## src/rgbyuv_pkg.sv

```systemverilog
package rgbyuv_pkg;

    localparam int unsigned COMP_W         = 8;
    localparam int unsigned PAIR_SUM_W     = COMP_W + 1;
    localparam int unsigned BLOCK_SUM_W    = COMP_W + 2;
    localparam int unsigned LINE_W         = 3 * PAIR_SUM_W;
    localparam int unsigned PAIR_COUNT_W   = 11;
    localparam logic [PAIR_COUNT_W-1:0] PAIR_COUNT_RESET = 11'd320;

    localparam int unsigned LUMA_ACC_W     = 16;
    localparam logic [7:0] LUMA_R_COEF     = 8'd77;
    localparam logic [7:0] LUMA_G_COEF     = 8'd150;
    localparam logic [7:0] LUMA_B_COEF     = 8'd29;
    localparam logic [LUMA_ACC_W-1:0] LUMA_ROUND = 16'd128;

    localparam int unsigned CHROMA_ACC_W   = 20;
    localparam logic signed [8:0] CB_R_COEF = -9'sd43;
    localparam logic signed [8:0] CB_G_COEF = -9'sd85;
    localparam logic signed [8:0] CB_B_COEF = 9'sd128;
    localparam logic signed [8:0] CR_R_COEF = 9'sd128;
    localparam logic signed [8:0] CR_G_COEF = -9'sd107;
    localparam logic signed [8:0] CR_B_COEF = -9'sd21;
    // rounding 511 plus offset 128 << 10
    localparam logic signed [CHROMA_ACC_W-1:0] CHROMA_BIAS = 20'sd131583;

    typedef struct packed {
        logic [COMP_W-1:0] red;
        logic [COMP_W-1:0] green;
        logic [COMP_W-1:0] blue;
        logic              start_of_frame;
    } t_pixel;

    typedef struct packed {
        logic [COMP_W-1:0] luma;
        logic [COMP_W-1:0] chroma_blue;
        logic [COMP_W-1:0] chroma_red;
        logic              chroma_valid;
    } t_result;

    typedef struct packed {
        logic column_odd;
        logic row_odd;
    } t_phase;

endpackage

```

## src/rgbyuv_math.sv

```systemverilog
module rgbyuv_math (
    input  logic [3*rgbyuv_pkg::COMP_W-1:0] i_pixel_rgb,
    input  logic [3*rgbyuv_pkg::COMP_W-1:0] i_first_rgb,
    input  logic [rgbyuv_pkg::LINE_W-1:0]   i_line_sums,
    input  logic                            i_chroma_en,
    output logic [rgbyuv_pkg::LINE_W-1:0]   o_pair_sums,
    output rgbyuv_pkg::t_result             o_result
);

    localparam int unsigned CW  = rgbyuv_pkg::COMP_W;
    localparam int unsigned SW  = rgbyuv_pkg::PAIR_SUM_W;
    localparam int unsigned BW  = rgbyuv_pkg::BLOCK_SUM_W;
    localparam int unsigned LW  = rgbyuv_pkg::LUMA_ACC_W;
    localparam int unsigned AW  = rgbyuv_pkg::CHROMA_ACC_W;

    logic [CW-1:0] r_c, g_c, b_c;
    logic [SW-1:0] sr, sg, sb;
    logic [BW-1:0] tr, tg, tb;
    logic [LW-1:0] luma_acc;
    logic signed [AW-1:0] str, stg, stb;
    logic signed [AW-1:0] cb_acc, cr_acc;

    always_comb begin
        r_c = i_pixel_rgb[3*CW-1:2*CW];
        g_c = i_pixel_rgb[2*CW-1:CW];
        b_c = i_pixel_rgb[CW-1:0];

        sr = SW'(r_c) + SW'(i_first_rgb[3*CW-1:2*CW]);
        sg = SW'(g_c) + SW'(i_first_rgb[2*CW-1:CW]);
        sb = SW'(b_c) + SW'(i_first_rgb[CW-1:0]);
        o_pair_sums = {sr, sg, sb};

        tr = BW'(sr) + BW'(i_line_sums[3*SW-1:2*SW]);
        tg = BW'(sg) + BW'(i_line_sums[2*SW-1:SW]);
        tb = BW'(sb) + BW'(i_line_sums[SW-1:0]);

        luma_acc = LW'(r_c) * LW'(rgbyuv_pkg::LUMA_R_COEF)
                 + LW'(g_c) * LW'(rgbyuv_pkg::LUMA_G_COEF)
                 + LW'(b_c) * LW'(rgbyuv_pkg::LUMA_B_COEF)
                 + rgbyuv_pkg::LUMA_ROUND;

        str = AW'(signed'({1'b0, tr}));
        stg = AW'(signed'({1'b0, tg}));
        stb = AW'(signed'({1'b0, tb}));

        cb_acc = str * AW'(rgbyuv_pkg::CB_R_COEF)
               + stg * AW'(rgbyuv_pkg::CB_G_COEF)
               + stb * AW'(rgbyuv_pkg::CB_B_COEF)
               + rgbyuv_pkg::CHROMA_BIAS;
        cr_acc = str * AW'(rgbyuv_pkg::CR_R_COEF)
               + stg * AW'(rgbyuv_pkg::CR_G_COEF)
               + stb * AW'(rgbyuv_pkg::CR_B_COEF)
               + rgbyuv_pkg::CHROMA_BIAS;

        o_result.luma         = luma_acc[LW-1:LW-CW];
        o_result.chroma_blue  = i_chroma_en ? cb_acc[17:10] : '0;
        o_result.chroma_red   = i_chroma_en ? cr_acc[17:10] : '0;
        o_result.chroma_valid = i_chroma_en;
    end

endmodule

```

## config.mk

```make
export PLATFORM = sky130hd
export DESIGN_NAME = rgbyuv_math
export DESIGN_NICKNAME = d
export VERILOG_FILES = /design/src/rgbyuv_pkg.sv /design/src/rgbyuv_math.sv
export SDC_FILE = /design/constraint.sdc
export NUM_CORES = 1
export LEC_CHECK = 0
export BUFFER_PORTS_ARGS = -buffer_cell sky130_fd_sc_hd__buf_4
export CAP_MARGIN = 10
export CORE_MARGIN = 1.5
export CORE_UTILIZATION = 60
export DETAILED_ROUTE_END_ITERATION = 10
export PLACE_DENSITY_LB_ADDON = 0.15
export SYNTH_ARGS = -nofsm -noshare
export SYNTH_HDL_FRONTEND = slang
export SYNTH_SLANG_ARGS = --single-unit
```

## constraint.sdc

```tcl
create_clock -name vclk -period 11.7
set_input_delay 0.585 -clock vclk [all_inputs]
set_output_delay 0.585 -clock vclk [all_outputs]
set_load 0.005 [all_outputs]
```

==> results.json, run 1 <==
{
  "critical_path.endpoint_type": "output pin",
  "grt_total_ovfl": 0,
  "floorplan.initialDensity_pct": 61.2,
  "hold_viol": 0,
  "yosysWarningCount": 0,
  "most_numerous_cell_in_the_yosys_netlist": "sky130_fd_sc_hd__inv_1",
  "post_synth_most_frequent_cells": "sky130_fd_sc_hd__inv_1, sky130_fd_sc_hd__ha_1, sky130_fd_sc_hd__fa_1",
  "grt_use_total_pct": 25.6,
  "flops_and_latches": 0,
  "mappedNetlistNets": 1734,
  "dp.final_hpwl_mm": 22.1,
  "fp.dieArea_sq_um": 19200,
  "unrepaired_setup_endpoints_after_global_routing": "no",
  "syn-cell-area_sq_um": 11000,
  "critPathBufInv": 7,
  "worst-path-max-fanout": 8,
  "crit_type": "in2out",
  "maxCapViolations": 0,
  "cts_post_setup_buffers_inserted": 0,
  "critical_path_required_ps": 11120,
  "netlist_top_cells_area": "sky130_fd_sc_hd__fa_1, sky130_fd_sc_hd__ha_1, sky130_fd_sc_hd__inv_1, sky130_fd_sc_hd__xnor2_1, sky130_fd_sc_hd__xor2_1",
  "grt_first_pass_wirelength_mm": 39.9,
  "critical_path.startpoint_type": "input port",
  "post-synth-top-area-cell": "sky130_fd_sc_hd__fa_1",
  "synth_sequential_area_ratio_pct": 0,
  "finalSetupTns_ps": 0,
  "cpMostUsedCell": "sky130_fd_sc_hd__fa_1",
  "critical-path-slowest-cell": "sky130_fd_sc_hd__xor2_1",
  "grt_max_degree": 16,
  "ff_latch_area_sq_um": 0,
  "timing.critical_path.max_delay_family": "adder cells",
  "yosysUniqueCellTypes": 45,
  "timing.final.crit_period_ps": 9610,
  "fin_crit_sh_pct": 82.1,
  "synth_largest_type_area_fraction_pct": 35.3,
  "drt_wl_total_mm": 23.4,
  "drt-vias-per-instance": 5.17,
  "antenna_found_initial": 0,
  "ios": 128,
  "die_h_um": 138,
  "cts_hold_repair.buffers": 0,
  "firstDrtPassIters": 4,
  "drc": 0,
  "vias_in_the_first_global_route": 8451,
  "antenna-diode-count": 0,
  "die_wd_um": 138,
  "critical_path.max_stage_delay_ps": 680,
  "gp_congestion": 0.866,
  "core_sq_um": 18000,
  "postSynthCellCount": 1178,
  "fp-row-count": 49,
  "timing_max_transition_violations_final": 0,
  "antenna_violating_nets_post_route": 0,
  "syn_avg_cell_area_sq_um": 9.34,
  "hold_path.class": "in2out",
  "area_delta_synth_final_pct": 11.4,
  "final_layout_size_suffix_gt1_share_pct": 10.8,
  "timing.fmax_mhz": 104,
  "design.final.nets": 1865,
  "port_buffers": 128,
  "drt_iter0_markers": 226,
  "hold-worst-slack_ps": 1400,
  "outcome": "finished clean",
  "vias": 7934,
  "worstMarginPinSlew_ps": 1060,
  "setup_viol_count_final": 0,
  "post_cts.resized_instances": 0,
  "slew-limit-headroom_pct": 28.9,
  "clock_buffer_count": 0,
  "routedWlPerCell_um": 15.3,
  "worst_ep_arrival_time_ps": 9030
}
## placed cells by master (no fill, tap or decap), types with 2 or more instances in the layout
cell | synthesis | final
sky130_fd_sc_hd__or2_2 | 2 | 2
sky130_fd_sc_hd__nor2_1 | 44 | 44
sky130_fd_sc_hd__nor3_1 | 9 | 9
sky130_fd_sc_hd__a31o_2 | 2 | 2
sky130_fd_sc_hd__buf_4 | 2 | 132
sky130_fd_sc_hd__nor4_1 | 4 | 4
sky130_fd_sc_hd__nand2b_1 | 4 | 4
sky130_fd_sc_hd__a21oi_1 | 47 | 47
sky130_fd_sc_hd__o211ai_1 | 2 | 2
sky130_fd_sc_hd__o31ai_1 | 3 | 3
sky130_fd_sc_hd__a41oi_1 | 2 | 2
sky130_fd_sc_hd__or3_1 | 2 | 2
sky130_fd_sc_hd__a21o_1 | 29 | 29
sky130_fd_sc_hd__xnor2_1 | 48 | 48
sky130_fd_sc_hd__a211oi_1 | 3 | 3
sky130_fd_sc_hd__nand2_1 | 21 | 21
sky130_fd_sc_hd__xor2_1 | 30 | 30
sky130_fd_sc_hd__nand3_1 | 7 | 7
sky130_fd_sc_hd__ha_1 | 286 | 286
sky130_fd_sc_hd__and3_1 | 2 | 2
sky130_fd_sc_hd__inv_1 | 359 | 359
sky130_fd_sc_hd__a31oi_1 | 2 | 2
sky130_fd_sc_hd__o21ai_0 | 18 | 18
sky130_fd_sc_hd__o21bai_1 | 13 | 13
sky130_fd_sc_hd__o31a_1 | 2 | 2
sky130_fd_sc_hd__nand3b_1 | 2 | 2
sky130_fd_sc_hd__and2_1 | 3 | 3
sky130_fd_sc_hd__nand4_1 | 3 | 3
sky130_fd_sc_hd__fa_1 | 194 | 194
sky130_fd_sc_hd__o21a_1 | 7 | 7
sky130_fd_sc_hd__nor2b_1 | 12 | 12
## routing by layer
layer / vias to the layer above / track usage [%] / part of all wire, % / routed length, um
met3: 20 / 3.36 / 5.0 / 1180
met2: 155 / 44.4 / 48 / 11300
met1: 3821 / 35.4 / 45 / 10600
met4: 0 / 2.94 / 1.3 / 312
li1: 3938 / - / - / -
met5: - / 0 / 0 / 0
## logic make-up after synthesis
family,after synthesis,share of synthesized area [%]
fa+ha+maj,480,67.8
simple gates,120,5.28
xor+xnor,78,6.21
compound gates,138,8.25
buf+inv,362,12.4
## final cells by class
type / count / area [sq um]
Inverter: 359 / 1350
Tap cell: 229 / 287
Timing Repair Buffer: 132 / 991
Fill cell: 1490 / 5710
Multi-Input combinational cell: 816 / 9630
## metrics by stage
step,setup slack [ps],instance area [sq um],cells,util (%)
finish,2090,12300,1536,68.2
global route,1590,12300,1536,68.2
CTS,2130,12300,1536,68.2
detailed placement,2150,12300,1536,68.2
global placement,2260,12300,1536,68.2
floorplan,3400,11000,1178,-
## final timing paths
path,from,end,cells after the start
setup / recovery,i_pixel_rgb[8],o_result[16],32
hold / removal,i_chroma_en,o_result[0],2
Power of run 1 is not shown: default switching activity piles up to over one toggle a cycle in this logic, so the estimate is an artifact.
==> run 2, diff against run 1 <==
==> constraint.sdc (replaced) <==
create_clock -name vclk -period 9
set_input_delay 0.45 -clock vclk [all_inputs]
set_output_delay 0.45 -clock vclk [all_outputs]
set_load 0.005 [all_outputs]
==> run 2 against run 1 <==
Effect of this change: cell area increased by 1.2%; sequential share of layout area did not move; core utilization increased by 0.82 points; critical path depth increased by 1.
==> results.json, run 2 (synthesized netlist as in run 1, its figures left out) <==
{
  "vias_in_the_first_global_route": 8593,
  "mostFrequentLayoutCell": "sky130_fd_sc_hd__inv_1",
  "gp_congestion": 0.921,
  "drc": 0,
  "routedWlPerCell_um": 15.3,
  "hold_viol": 0,
  "drt-vias-per-instance": 5.12,
  "antenna-diode-count": 0,
  "critical_path_required_ps": 8550,
  "floorplan.initialDensity_pct": 61.2,
  "antenna_violating_nets_post_route": 0,
  "mostFrequentLayoutCells": "sky130_fd_sc_hd__inv_1, sky130_fd_sc_hd__ha_1, sky130_fd_sc_hd__fa_1",
  "cpMostUsedCell": "sky130_fd_sc_hd__fa_1",
  "critical_path.endpoint_type": "output pin",
  "slew-limit-headroom_pct": 40.2,
  "ios": 128,
  "crit_type": "in2out",
  "flops_and_latches": 0,
  "maxCapViolations": 0,
  "ff_latch_area_sq_um": 0,
  "critPathBufInv": 6,
  "nFillCells": 1474,
  "core_sq_um": 18000,
  "hold_path.class": "in2out",
  "clock_buffer_count": 0,
  "grt_first_pass_wirelength_mm": 40.9,
  "timing_max_transition_violations_final": 0,
  "unrepaired_setup_endpoints_after_global_routing": "no",
  "setup_viol_count_final": 0,
  "drt_iter0_markers": 262,
  "outcome": "finished clean",
  "fp.dieArea_sq_um": 19200,
  "timing.fmax_mhz": 117,
  "timing.final.crit_period_ps": 8530,
  "dp.final_hpwl_mm": 22.4,
  "finalSetupTns_ps": 0,
  "die_h_um": 138,
  "grt_max_degree": 15,
  "multi_input_area_sq_um": 9680,
  "fp-row-count": 49,
  "design.final.nets": 1879,
  "vias": 7935,
  "worst_ep_arrival_time_ps": 8080,
  "critical_path.startpoint_type": "input port",
  "final_layout_size_suffix_gt1_share_pct": 12.3,
  "grt_total_ovfl": 0,
  "firstDrtPassIters": 5,
  "cts_hold_repair.buffers": 0,
  "port_buffers": 128,
  "worstMarginPinSlew_ps": 891,
  "critical_path.max_stage_delay_ps": 550,
  "timing.critical_path.max_delay_family": "adder cells",
  "grt_use_total_pct": 26.2,
  "fin_crit_sh_pct": 94.8,
  "worst-path-max-fanout": 5,
  "antenna_found_initial": 0,
  "area_delta_synth_final_pct": 12.8,
  "die_wd_um": 138,
  "drt_wl_total_mm": 23.7,
  "critical-path-slowest-cell": "sky130_fd_sc_hd__fa_1"
}
-- run 2: final timing paths --
check / startpoint / end / cells after the start
worst max-delay path: i_pixel_rgb[0] / o_result[4] / 33
worst min-delay path: i_chroma_en / o_result[0] / 2
-- run 2: layout make-up --
cell class	count	share of cell area (%)
well taps	229	2.31
inverters	359	10.9
repair buffers	146	8.84
multi-input cells	816	78.0
-- run 2: routing by layer --
metal	up-vias	routed length (um)	track usage, %
met1	3817	11300	38.2
met5	-	0	0
li1	3969	-	-
met2	137	11200	44.6
met3	12	1020	2.32
met4	0	204	2.16
-- run 2: what timing repair did --
item | CTS | global route
buffers inserted | 0 | 2
gates resized for setup | 0 | 11
setup endpoints to repair | 0 | 11
-- run 2: stage by stage --
stage / setup WS [ps] / instances / hold WS [ps] / cell area [sq um] / utilization (%)
3_3_place_gp: 243 / 1548 / 1130 / 12300 / 68.7
3_5_place_dp: 142 / 1548 / 1140 / 12300 / 68.7
2_1_floorplan: 971 / 1178 / 981 / 11000 / -
4_1_cts: 129 / 1548 / 1140 / 12300 / 68.7
5_1_grt: 28.7 / 1550 / 1150 / 12400 / 69.1
6_report: 466 / 1550 / 1140 / 12400 / 69.1
Power of run 2 is left out for the same reason.
