$ cat config.mk
export PLATFORM = sky130hd
export DESIGN_NAME = rgbyuv_ctrl
export DESIGN_NICKNAME = d
export VERILOG_FILES = /design/src/rgbyuv_pkg.sv /design/src/rgbyuv_ctrl.sv
export SDC_FILE = /design/constraint.sdc
export NUM_CORES = 1
export LEC_CHECK = 0
export BUFFER_PORTS_ARGS = -buffer_cell sky130_fd_sc_hd__buf_2
export CAP_MARGIN = 20
export CORE_MARGIN = 4
export CORE_UTILIZATION = 50
export DETAILED_ROUTE_END_ITERATION = 7
export PLACE_DENSITY_LB_ADDON = 0.2
export REMOVE_ABC_BUFFERS = 1
export SYNTH_ARGS = -nofsm -noshare
export SYNTH_HDL_FRONTEND = slang
export SYNTH_SLANG_ARGS = --single-unit
$ cat constraint.sdc
create_clock -name i_clk -period 2.8 [get_ports i_clk]
set_clock_uncertainty 0.1 [all_clocks]
set_input_delay 0.14 -clock i_clk [delete_from_list [all_inputs] [get_ports i_clk]]
set_output_delay 0.14 -clock i_clk [all_outputs]
set_load 0.03 [all_outputs]
$ cat src/rgbyuv_pkg.sv
package rgbyuv_pkg;

    localparam int unsigned COMP_W         = 8;
    localparam int unsigned PAIR_SUM_W     = COMP_W + 1;
    localparam int unsigned BLOCK_SUM_W    = COMP_W + 2;
    localparam int unsigned LINE_W         = 3 * PAIR_SUM_W;
    localparam int unsigned PAIR_COUNT_W   = 11;
    localparam logic [PAIR_COUNT_W-1:0] PAIR_COUNT_RESET = 11'd320;

    localparam int unsigned LUMA_ACC_W     = 16;
    localparam logic [7:0] LUMA_R_COEF     = 8'd77;
    localparam logic [7:0] LUMA_G_COEF     = 8'd150;
    localparam logic [7:0] LUMA_B_COEF     = 8'd29;
    localparam logic [LUMA_ACC_W-1:0] LUMA_ROUND = 16'd128;

    localparam int unsigned CHROMA_ACC_W   = 20;
    localparam logic signed [8:0] CB_R_COEF = -9'sd43;
    localparam logic signed [8:0] CB_G_COEF = -9'sd85;
    localparam logic signed [8:0] CB_B_COEF = 9'sd128;
    localparam logic signed [8:0] CR_R_COEF = 9'sd128;
    localparam logic signed [8:0] CR_G_COEF = -9'sd107;
    localparam logic signed [8:0] CR_B_COEF = -9'sd21;
    // rounding 511 plus offset 128 << 10
    localparam logic signed [CHROMA_ACC_W-1:0] CHROMA_BIAS = 20'sd131583;

    typedef struct packed {
        logic [COMP_W-1:0] red;
        logic [COMP_W-1:0] green;
        logic [COMP_W-1:0] blue;
        logic              start_of_frame;
    } t_pixel;

    typedef struct packed {
        logic [COMP_W-1:0] luma;
        logic [COMP_W-1:0] chroma_blue;
        logic [COMP_W-1:0] chroma_red;
        logic              chroma_valid;
    } t_result;

    typedef struct packed {
        logic column_odd;
        logic row_odd;
    } t_phase;

endpackage

$ cat src/rgbyuv_ctrl.sv
module rgbyuv_ctrl #(
    parameter int unsigned MAX_PAIRS = 1024,
    localparam int unsigned PAW = (MAX_PAIRS > 1) ? $clog2(MAX_PAIRS) : 1
) (
    input  logic                                i_clk,
    input  logic                                i_rst_n,
    input  logic                                i_cfg_we,
    input  logic [rgbyuv_pkg::PAIR_COUNT_W-1:0] i_cfg_wdata,
    input  logic                                i_accept,
    input  logic                                i_sof,
    output rgbyuv_pkg::t_phase                  o_phase,
    output logic [PAW-1:0]                      o_pos
);

    localparam int unsigned CW = (PAW + 1 > rgbyuv_pkg::PAIR_COUNT_W) ?
                                 PAW + 1 : rgbyuv_pkg::PAIR_COUNT_W;
    localparam logic [CW-1:0] MAX_PAIRS_C = CW'(MAX_PAIRS);

    logic [rgbyuv_pkg::PAIR_COUNT_W-1:0] r_pair_count;
    logic [PAW-1:0]                      r_pos;
    rgbyuv_pkg::t_phase                  r_phase;

    logic [PAW-1:0]     n_pos;
    rgbyuv_pkg::t_phase n_phase;
    logic [CW-1:0]      count_ext;
    logic [CW-1:0]      limit;
    logic [CW-1:0]      pos_next_ext;

    // effective position after a frame start
    always_comb begin
        o_pos   = i_sof ? '0 : r_pos;
        o_phase = i_sof ? '0 : r_phase;
    end

    always_comb begin
        count_ext = CW'(r_pair_count);
        if (count_ext == '0) begin
            limit = CW'(1);
        end else if (count_ext > MAX_PAIRS_C) begin
            limit = MAX_PAIRS_C;
        end else begin
            limit = count_ext;
        end
        pos_next_ext = CW'(o_pos) + CW'(1);
    end

    always_comb begin
        n_pos   = o_pos;
        n_phase = o_phase;
        if (!o_phase.column_odd) begin
            n_phase.column_odd = 1'b1;
        end else begin
            n_phase.column_odd = 1'b0;
            if (pos_next_ext >= limit) begin
                n_pos           = '0;
                n_phase.row_odd = ~o_phase.row_odd;
            end else begin
                n_pos = pos_next_ext[PAW-1:0];
            end
        end
    end

    always_ff @(posedge i_clk) begin
        if (!i_rst_n) begin
            r_pair_count <= rgbyuv_pkg::PAIR_COUNT_RESET;
            r_pos        <= '0;
            r_phase      <= '0;
        end else begin
            if (i_cfg_we) begin
                r_pair_count <= i_cfg_wdata;
            end
            if (i_accept) begin
                r_pos   <= n_pos;
                r_phase <= n_phase;
            end
        end
    end

endmodule

==> results.yml, run 1 <==
synth:
  synth_area_mm2: 0.00154
  ys.flop_type: "dfxtp_1"
  async_reset_ff_frac: 0
  seq_area_frac_synth: 0.298
  yosys.area_share.adder: 0.0973
  ys_types: 38
  synth_top_family_by_area: "simple AND/OR/NAND/NOR gates"
  yosysTopAreaCell: "dfxtp_1"
  yosys.area_share.simple: 0.271
  ys_top_cells_by_area: "dfxtp_1, ha_1, mux2i_1"
  syn_area_per_cell_um2: 8.38
  ys_seq_elements: 23
  yosysWarnings: 0
  synth_cells: 184
  synth_edf_count: 0
  synth_xor_xnor_area_share: 0.0454
  muxShareOfSynthArea: 0.0714
  synth_compound_gate_area_share: 0.160
  yosysTopAreaCellShare: 0.298
timing:
  worst_slack_ns: -0.116
  setup_viol: 10
  worst_hold_slack_ns: 0.0685
  worstMarginPinSlew_ns: 0.410
  max_freq_mhz: 343
  period_needed_ns: 2.92
  hold_viol_final: 0
  slew_violations: 0
  rsz0062_at_grt: "true"
  max_slew_margin: 0.724
  finalCritPeriodShare: 1.04
clock_tree:
  clkLatencyLatePin_ns: 0.32
  cts_tree: "built"
  cts.clk_slew.worst_paths_ns: 0.13
  clock-root-buffer: "clkbuf_4"
  h-tree-depth: 1
  clockBufferDepth: 2
  cts.sinks: 23
  cts_buffers: 3
detailed_routing:
  wl_met3_um: 232
  wl_per_cell_um: 14.3
  ant_nets: 0
  vias: 1485
  vias_per_cell: 5.65
  drt_pass1_iterations: 4
  wl_met1_um: 1670
  routed.top_layer: "met4"
  drt_wl_total_um: 3750
  route.met2.wl_um: 1770
  drt_iter0_drc: 63
  drc: 0
cells_and_area:
  nFillCells: 246
  layout-drive-gt1-share: 0.259
  antenna_cells: 0
  final_nets: 261
  syn2layout_area_growth_pct: 27.0
  final_cells: 263
  finalInstanceArea_mm2: 0.00196
  register_area_um2: 463
  final_cell_mix: "buf_2, dfxtp_1, nand2_1"
  multi_input_area_mm2: 0.00103
  layout_commonest_cell: "buf_2"
critical_path:
  critPathRequiredTime_ns: 2.96
  start_kind: "flop"
  crit_path_end_kind: "flop"
  crit_path_max_fanout: 5
  crit_arrival_ns: 3.07
  worstSetupPathType: "flop to flop"
floorplan:
  core_area_mm2: 0.00285
  die_w_um: 63.5
  die-area_mm2: 0.00404
  die_h_um: 63.5
  io_pins: 28
  placementRows: 19
  start_util: 0.541
power_and_ir_drop:
  p_leak_uw: 0.000889
  vdd_drop_max_mv: 0.360
  power.density_mw_per_mm2: 350
  power.total_uw: 686
run_status:
  run_status: "finished, violations left"
  violations: "setup timing"
place:
  dp_hpwl_um: 2660
  dpl_cell_area_mm2: 0.00173
  portBuffers: 27
  place_inst: 242
  place_congestion: 0.827
grt:
  grt_max_degree: 27
  overflow: 0
  antenna_found_initial: 0
  first_global_vias: 1379
  grt_pass1_wl_um: 6230
  grtUsageTotal: 0.189
flow_run:
  cap_viol_max_count: 0
worst_hold_path:
  worst_hold_path_type: "input pin to flop"
worst paths after layout:
path              slack [ns]    startpoint  cells past startpoint            to
hold reg to reg         0.43  count_ext[8]                      2  count_ext[8]
setup reg to reg       -0.12      r_pos[1]                     12      r_pos[0]
setup / recovery       -0.12      r_pos[1]                     12      r_pos[0]
hold / removal          0.07       i_rst_n                      2  count_ext[8]
Yosys cell counts (all sizes together) (3+ instances only):
master  count
nand2      19
nand3       3
dfxtp      23
nor2b      17
nor4        5
clkbuf      3
a31oi       8
nor2       11
o21ai      16
ha         12
nand4b      4
a21boi      3
mux2i      11
nand2b      5
xnor2       6
nand4       4
buf         4
inv        10
a21oi       4
cell families after synthesis:
kind of cell | count (synthesis)
simple gates | 74
compound gates | 37
flops | 23
buf+inv | 19
fa+ha+maj | 12
mux | 11
xor+xnor | 8
flip-flops by register name, summed over array words and instances, names as in the netlist:
register   cells
count_ext     11
r_phase        2
r_pos         10
layout make-up:
type / instances / area share
multi-input cells: 142 / 0.528
flip-flops and latches: 23 / 0.236
repair buffers: 52 / 0.181
inverters: 11 / 0.0211
well taps: 31 / 0.0198
clock buffers: 3 / 0.0115
clock inverters: 1 / 0.00255
power by group:
| group | total (uW) | internal, uW | leakage (uW) | switching (uW) |
|---|---|---|---|---|
| Combinational | 162 | 73.9 | 0.000681 | 88.1 |
| Sequential | 361 | 345 | 0.000190 | 15.9 |
| Clock | 163 | 53.6 | 0.0000177 | 110 |
per-layer routing:
| metal | GRT usage | vias up |
|---|---|---|
| met5 | 0 | - |
| met4 | 0.0701 | 0 |
| met3 | 0.0337 | 9 |
| met2 | 0.319 | 50 |
| met1 | 0.237 | 677 |
| li1 | - | 749 |
critical path, stage by stage, from the launching register on:
cell and delay, ns:
dfxtp_2 0.35, buf_4 0.10, buf_4 0.10, nand3_1 0.17
nor4_1 0.45, xnor2_1 0.21, ha_1 0.30, o21ai_0 0.23
nor2_2 0.10, a2111oi_4 0.33, buf_6 0.17, nand4b_1 0.10
a21boi_1 0.14
per-stage QoR:
| step | TNS [ns] | utilization | worst slack [ns] |
|---|---|---|---|
| detailed placement | -1.48 | 0.607 | -0.209 |
| finish | -0.885 | 0.687 | -0.116 |
| global placement | -0.269 | 0.607 | -0.0684 |
| floorplan | -4.88 | - | -0.525 |
| global route | -2.52 | 0.687 | -0.286 |
| CTS | -1.15 | 0.683 | -0.133 |
timing repair:
item / 4_1_cts / 5_1_grt
gates cloned: 1 / 0
endpoints found under the setup margin: 11 / 11
endpoints found under the hold margin: 11 / 0
setup buffers: 4 / 1
hold buffers: 11 / 0
pin swaps: 22 / 7
resized for setup: 12 / 1
Power figures use the tool's default switching activity.
==> run 2: changes to the inputs <==
--- a/config.mk
+++ b/config.mk
@@ -7,11 +7,15 @@
 export LEC_CHECK = 0
 export BUFFER_PORTS_ARGS = -buffer_cell sky130_fd_sc_hd__buf_2
 export CAP_MARGIN = 20
+export CELL_PAD_IN_SITES_DETAIL_PLACEMENT = 0
+export CELL_PAD_IN_SITES_GLOBAL_PLACEMENT = 1
 export CORE_MARGIN = 4
-export CORE_UTILIZATION = 50
+export CORE_UTILIZATION = 37
 export DETAILED_ROUTE_END_ITERATION = 7
+export HOLD_SLACK_MARGIN = 0.1
 export PLACE_DENSITY_LB_ADDON = 0.2
 export REMOVE_ABC_BUFFERS = 1
+export SETUP_SLACK_MARGIN = 0.02
 export SYNTH_ARGS = -nofsm -noshare
 export SYNTH_HDL_FRONTEND = slang
 export SYNTH_SLANG_ARGS = --single-unit
==> run 2 against run 1 <==
  * The run still ends with setup timing left
  * Largest cell class unchanged
  * Sequential share of layout area fell by 0.67 points
  * Die area is 30% higher
  * Final cell count up 6.8%
  * Sequential cell count is the same
==> results.yml, run 2 (synthesis gave the netlist of run 1 again) <==
detailed_routing:
  drc: 0
  wl_per_cell_um: 13.8
  drt_pass1_iterations: 4
  ant_nets: 0
  drt_iter0_drc: 62
  vias_per_cell: 5.24
  drt_wl_total_um: 3870
  vias: 1473
timing:
  hold_viol_final: 0
  max_freq_mhz: 356
  period_needed_ns: 2.81
  max_slew_margin: 0.715
  finalCritPeriodShare: 1.00
  setup_viol: 5
  slew_violations: 0
  worst_hold_slack_ns: 0.148
  worstMarginPinSlew_ns: 0.427
  rsz0062_at_grt: "true"
  worst_slack_ns: -0.0102
clock_tree:
  cts.sinks: 23
  clock-root-buffer: "clkbuf_8"
  clkLatencyLatePin_ns: 0.27
  cts.clk_slew.worst_paths_ns: 0.09
  cts_buffers: 3
  cts_tree: "built"
  clockBufferDepth: 2
  h-tree-depth: 1
place:
  place_ws_ns: -0.145
  portBuffers: 27
  place_congestion: 0.865
  dp_hpwl_um: 2820
  place_inst: 264
power_and_ir_drop:
  combPwrFrac: 0.221
  vdd_drop_max_mv: 0.201
  power.density_mw_per_mm2: 364
  switching_share: 0.295
  seq_power_share: 0.490
  clkPwrFrac: 0.290
  p_int_uw: 518
  power.total_uw: 735
  p_leak_uw: 0.000913
  p_sw_uw: 217
cells_and_area:
  final_nets: 260
  layout-drive-gt1-share: 0.264
  syn2layout_area_growth_pct: 30.7
  final_core_util: 0.501
  final_cell_mix: "buf_2, dfxtp_1, nand2_1"
  antenna_cells: 0
  largest_reg_flops: 11
  layout_commonest_cell: "buf_2"
  final_cells: 281
critical_path:
  worstSetupPathType: "flop to flop"
  cpMaxStageDelayCell: "dfxtp_2"
  cpPeakStageDelay_ns: 0.34
  reg2reg_slack_ns: -0.01
  r2r-start: "r_pos[1]"
  reg2reg_to: "r_pos[9]"
  crit_path_max_fanout: 5
  cp_cell_sequence: "nor2b_4, ha_4, nand4b_1, nor4_4, xnor2_1, ha_1, a211oi_2, nor2_2, a2111oi_4, buf_2, a31oi_1, nor2_1"
  start_kind: "flop"
  r2r_cells: 12
  crit_path_end_kind: "flop"
  crit_arrival_ns: 2.92
  critPathRequiredTime_ns: 2.91
grt:
  grt_pass1_wl_um: 6460
  grtUsageTotal: 0.153
  first_global_vias: 1385
  antenna_found_initial: 0
  overflow: 0
  grt_max_degree: 27
worst_hold_path:
  hold_end: "count_ext[8]"
  worst_hold_path_type: "input pin to flop"
  worstHoldPathCells: 2
  hp-start: "i_rst_n"
floorplan:
  io_pins: 28
  die_h_um: 72.6
  placementRows: 23
  die-area_mm2: 0.00527
  core_area_mm2: 0.00403
  die_w_um: 72.6
  start_util: 0.383
run_status:
  violations: "setup timing"
  run_status: "finished, violations left"
flow_run:
  cap_viol_max_count: 0
-- run 2: power by group through the flow --
stage / logic, uW / registers [uW] / clock network, uW
floorplan: 90.2 / 363 / 0
global placement: 139 / 368 / 0
detailed placement: 144 / 367 / 0
CTS: 161 / 360 / 219
global route: 181 / 362 / 229
finish: 162 / 360 / 213
-- run 2: final cells by class --
cell class	instances	area, um2
Clock inverter	1	5.00
Sequential cell	23	463
Inverter	11	41.3
Fill cell	417	2010
Clock buffer	3	41.3
Multi-Input combinational cell	142	1060
Tap cell	50	62.6
Timing Repair Buffer	51	344
-- run 2: worst max path at each step --
stage | from | endpoint | slack [ns] | depth (start not counted)
global route | r_pos[0] | r_pos[7] | -0.17 | 12
CTS | r_pos[1] | r_pos[2] | -0.04 | 12
floorplan | r_pos[0] | r_pos[4] | -0.53 | 11
detailed placement | r_pos[0] | r_pos[4] | -0.14 | 12
finish | r_pos[1] | r_pos[9] | -0.01 | 12
global placement | r_pos[0] | r_pos[4] | -0.03 | 12
-- run 2: layer usage --
layer,GRT usage,vias to the layer above,routed length (um)
met5,0,-,0
met4,0.0369,0,38
met3,0.0248,4,172
met2,0.254,36,1850
met1,0.208,689,1810
li1,-,744,-
-- run 2: per-stage QoR --
step / TNS, ns / cell area [um2]
after global placement: -0.0262 / 1780
after global routing: -1.52 / 2020
after CTS: -0.238 / 1980
after floorplan: -4.88 / 1500
final: -0.0271 / 2020
after detailed placement: -0.825 / 1780
-- run 2: what timing repair did --
action / in CTS / in global routing
cloned: 1 / 0
hold buffers: 11 / 0
pin swaps: 9 / 7
resized for setup: 10 / 6
setup buffers: 1 / 0
hold endpoints to repair: 11 / 0
setup endpoints to repair: 10 / 11
-- run 2: critical path, delay by kind of cell (launching register included) --
family          cells  cell delay, ns
simple gates        5            0.82
compound gates      3            0.64
fa+ha+maj           2            0.43
flops               1            0.34
buf+inv             1            0.23
xor+xnor            1            0.18
==> run 3: changes to the inputs <==
--- a/config.mk
+++ b/config.mk
@@ -9,6 +9,7 @@
 export CAP_MARGIN = 20
 export CELL_PAD_IN_SITES_DETAIL_PLACEMENT = 0
 export CELL_PAD_IN_SITES_GLOBAL_PLACEMENT = 1
+export CORE_ASPECT_RATIO = 1.2
 export CORE_MARGIN = 4
 export CORE_UTILIZATION = 37
 export DETAILED_ROUTE_END_ITERATION = 7
==> run 3 against run 2 <==
  * The flow still finishes with violations (setup timing)
  * First-iteration DRC count grew 63%
  * Wire length fell by 0.96%
  * Clock power fell by 2%
  * Worst setup slack about the same
  * Register-to-register slack hardly changed
  * Sequential cell count is the same
  * Sequential share of layout area is 0.41 points lower
  * Worst hold slack got worse by 0.015 ns
  * Maximum frequency hardly changed
  * Combinational power about the same
  * Critical path depth grew 1
  * Via count shrank 1.2%
==> results.yml, run 3 (synthesis gave the netlist of run 1 again) <==
run_status:
  run_status: "finished, violations left"
  violations: "setup timing"
critical_path:
  path_delay_family: "simple AND/OR/NAND/NOR gates"
  r2r_cells: 13
  crit_path_max_fanout: 2
  cp_cell_sequence: "nor2b_4, ha_4, nand4b_1, nor4_2, xnor2_1, ha_1, a211oi_2, nor2_2, buf_4, buf_4, a211oi_2, a21o_1, nand3_1"
  worstSetupPathType: "flop to flop"
  reg2reg_to: "r_phase[0]"
  reg2reg_slack_ns: -0.01
  crit_arrival_ns: 2.87
  start_kind: "flop"
  critical_path_buf_inv_count: 2
  cpPeakStageDelay_ns: 0.34
  r2r-start: "r_pos[1]"
  crit_path_end_kind: "flop"
  critPathRequiredTime_ns: 2.86
  cpMaxStageDelayCell: "dfxtp_2"
detailed_routing:
  ant_nets: 0
  drt_wl_total_um: 3840
  drt_pass1_iterations: 4
  vias_per_cell: 5.04
  drc: 0
  wl_per_cell_um: 13.3
  vias: 1456
  drt_iter0_drc: 101
floorplan:
  start_util: 0.388
  placementRows: 25
  core_area_mm2: 0.00397
  die_h_um: 78.7
  die-area_mm2: 0.00527
  io_pins: 28
  die_w_um: 66.9
clock_tree:
  cts_tree: "built"
  cts.clk_slew.worst_paths_ns: 0.09
  h-tree-depth: 1
  cts_buffers: 3
  cts.sinks: 23
  clockBufferDepth: 2
  clkLatencyLatePin_ns: 0.26
  clock-root-buffer: "clkbuf_8"
timing:
  max_freq_mhz: 356
  worstMarginPinSlew_ns: 0.397
  finalCritPeriodShare: 1.00
  slew_violations: 0
  setup_viol: 3
  max_slew_margin: 0.736
  fin_setup_tns_ns: -0.0185
  rsz0062_at_grt: "true"
  period_needed_ns: 2.81
  hold_viol_final: 0
  worst_slack_ns: -0.0101
grt:
  grt_pass1_wl_um: 6790
  first_global_vias: 1457
  overflow: 0
  antenna_found_initial: 0
  grt_max_degree: 27
  grtUsageTotal: 0.161
cells_and_area:
  syn2layout_area_growth_pct: 33.1
  antenna_cells: 0
  final_nets: 264
  multi_input_area_mm2: 0.00106
  final_cell_mix: "buf_2, dfxtp_1, nand2_1"
  largest_reg_flops: 11
  layout_commonest_cell: "buf_2"
  nFillCells: 405
  register_area_um2: 463
  layout-drive-gt1-share: 0.281
worst_hold_path:
  worstHoldPathCells: 2
  worst_hold_path_type: "input pin to flop"
  hp-start: "i_rst_n"
  hold_end: "count_ext[6]"
place:
  place_congestion: 0.826
  portBuffers: 27
  place_ws_ns: -0.137
  dp_hpwl_um: 2810
power_and_ir_drop:
  vdd_drop_max_mv: 0.203
  power.density_mw_per_mm2: 356
  p_leak_uw: 0.000926
flow_run:
  cap_viol_max_count: 0
run 3: routing by layer:
metal / wire length, um / track usage
met5: 0 / 0
met4: 21 / 0.0243
met3: 113 / 0.0184
met2: 1970 / 0.282
met1: 1740 / 0.212
run 3: worst max path at each step:
stage                   from    endpoint  slack, ns  cells past startpoint
floorplan           r_pos[0]    r_pos[4]      -0.53                     11
CTS                 r_pos[1]    r_pos[0]      -0.07                     12
global placement    r_pos[0]    r_pos[4]      -0.04                     12
global route        r_pos[0]    r_pos[1]      -0.20                     12
finish              r_pos[1]  r_phase[0]      -0.01                     13
detailed placement  r_pos[1]    r_pos[4]      -0.14                     12
run 3: power breakdown:
group          leakage (uW)  total, uW  switching [uW]  internal [uW]
clock network     0.0000255        209             110           99.2
logic              0.000710        162            86.4           75.2
registers          0.000190        361            16.5            344
run 3: what timing repair did:
action	CTS	global route
pin swaps	17	6
endpoints found under the hold margin	11	0
gates resized for setup	12	4
buffers inserted	4	2
endpoints found under the setup margin	10	11
hold buffers	11	0
cloned	1	0
run 3: area by class of cell:
class                           instances  area share
Clock buffer                            3      0.0201
Clock inverter                          1     0.00244
Inverter                               11      0.0201
Multi-Input combinational cell        142       0.517
Sequential cell                        23       0.225
Tap cell                               54      0.0329
Timing Repair Buffer                   55       0.182
run 3: worst register-to-register path: stages (launching register included):
cell	delay (ns)
dfxtp_2	0.34
nor2b_4	0.17
ha_4	0.15
nand4b_1	0.13
nor4_2	0.31
xnor2_1	0.19
ha_1	0.28
a211oi_2	0.26
nor2_2	0.08
buf_4	0.13
buf_4	0.12
a211oi_2	0.24
a21o_1	0.15
nand3_1	0.06
run 3: through the flow:
step	area, um2	hold WS [ns]	std cells	util	power [uW]
3_3_place_gp	1770	0.256	267	0.447	505
6_report	2050	0.133	289	0.517	732
2_1_floorplan	1500	0.102	176	-	453
4_1_cts	2010	0.138	287	0.506	737
3_5_place_dp	1770	0.262	267	0.447	509
5_1_grt	2050	0.166	289	0.517	777
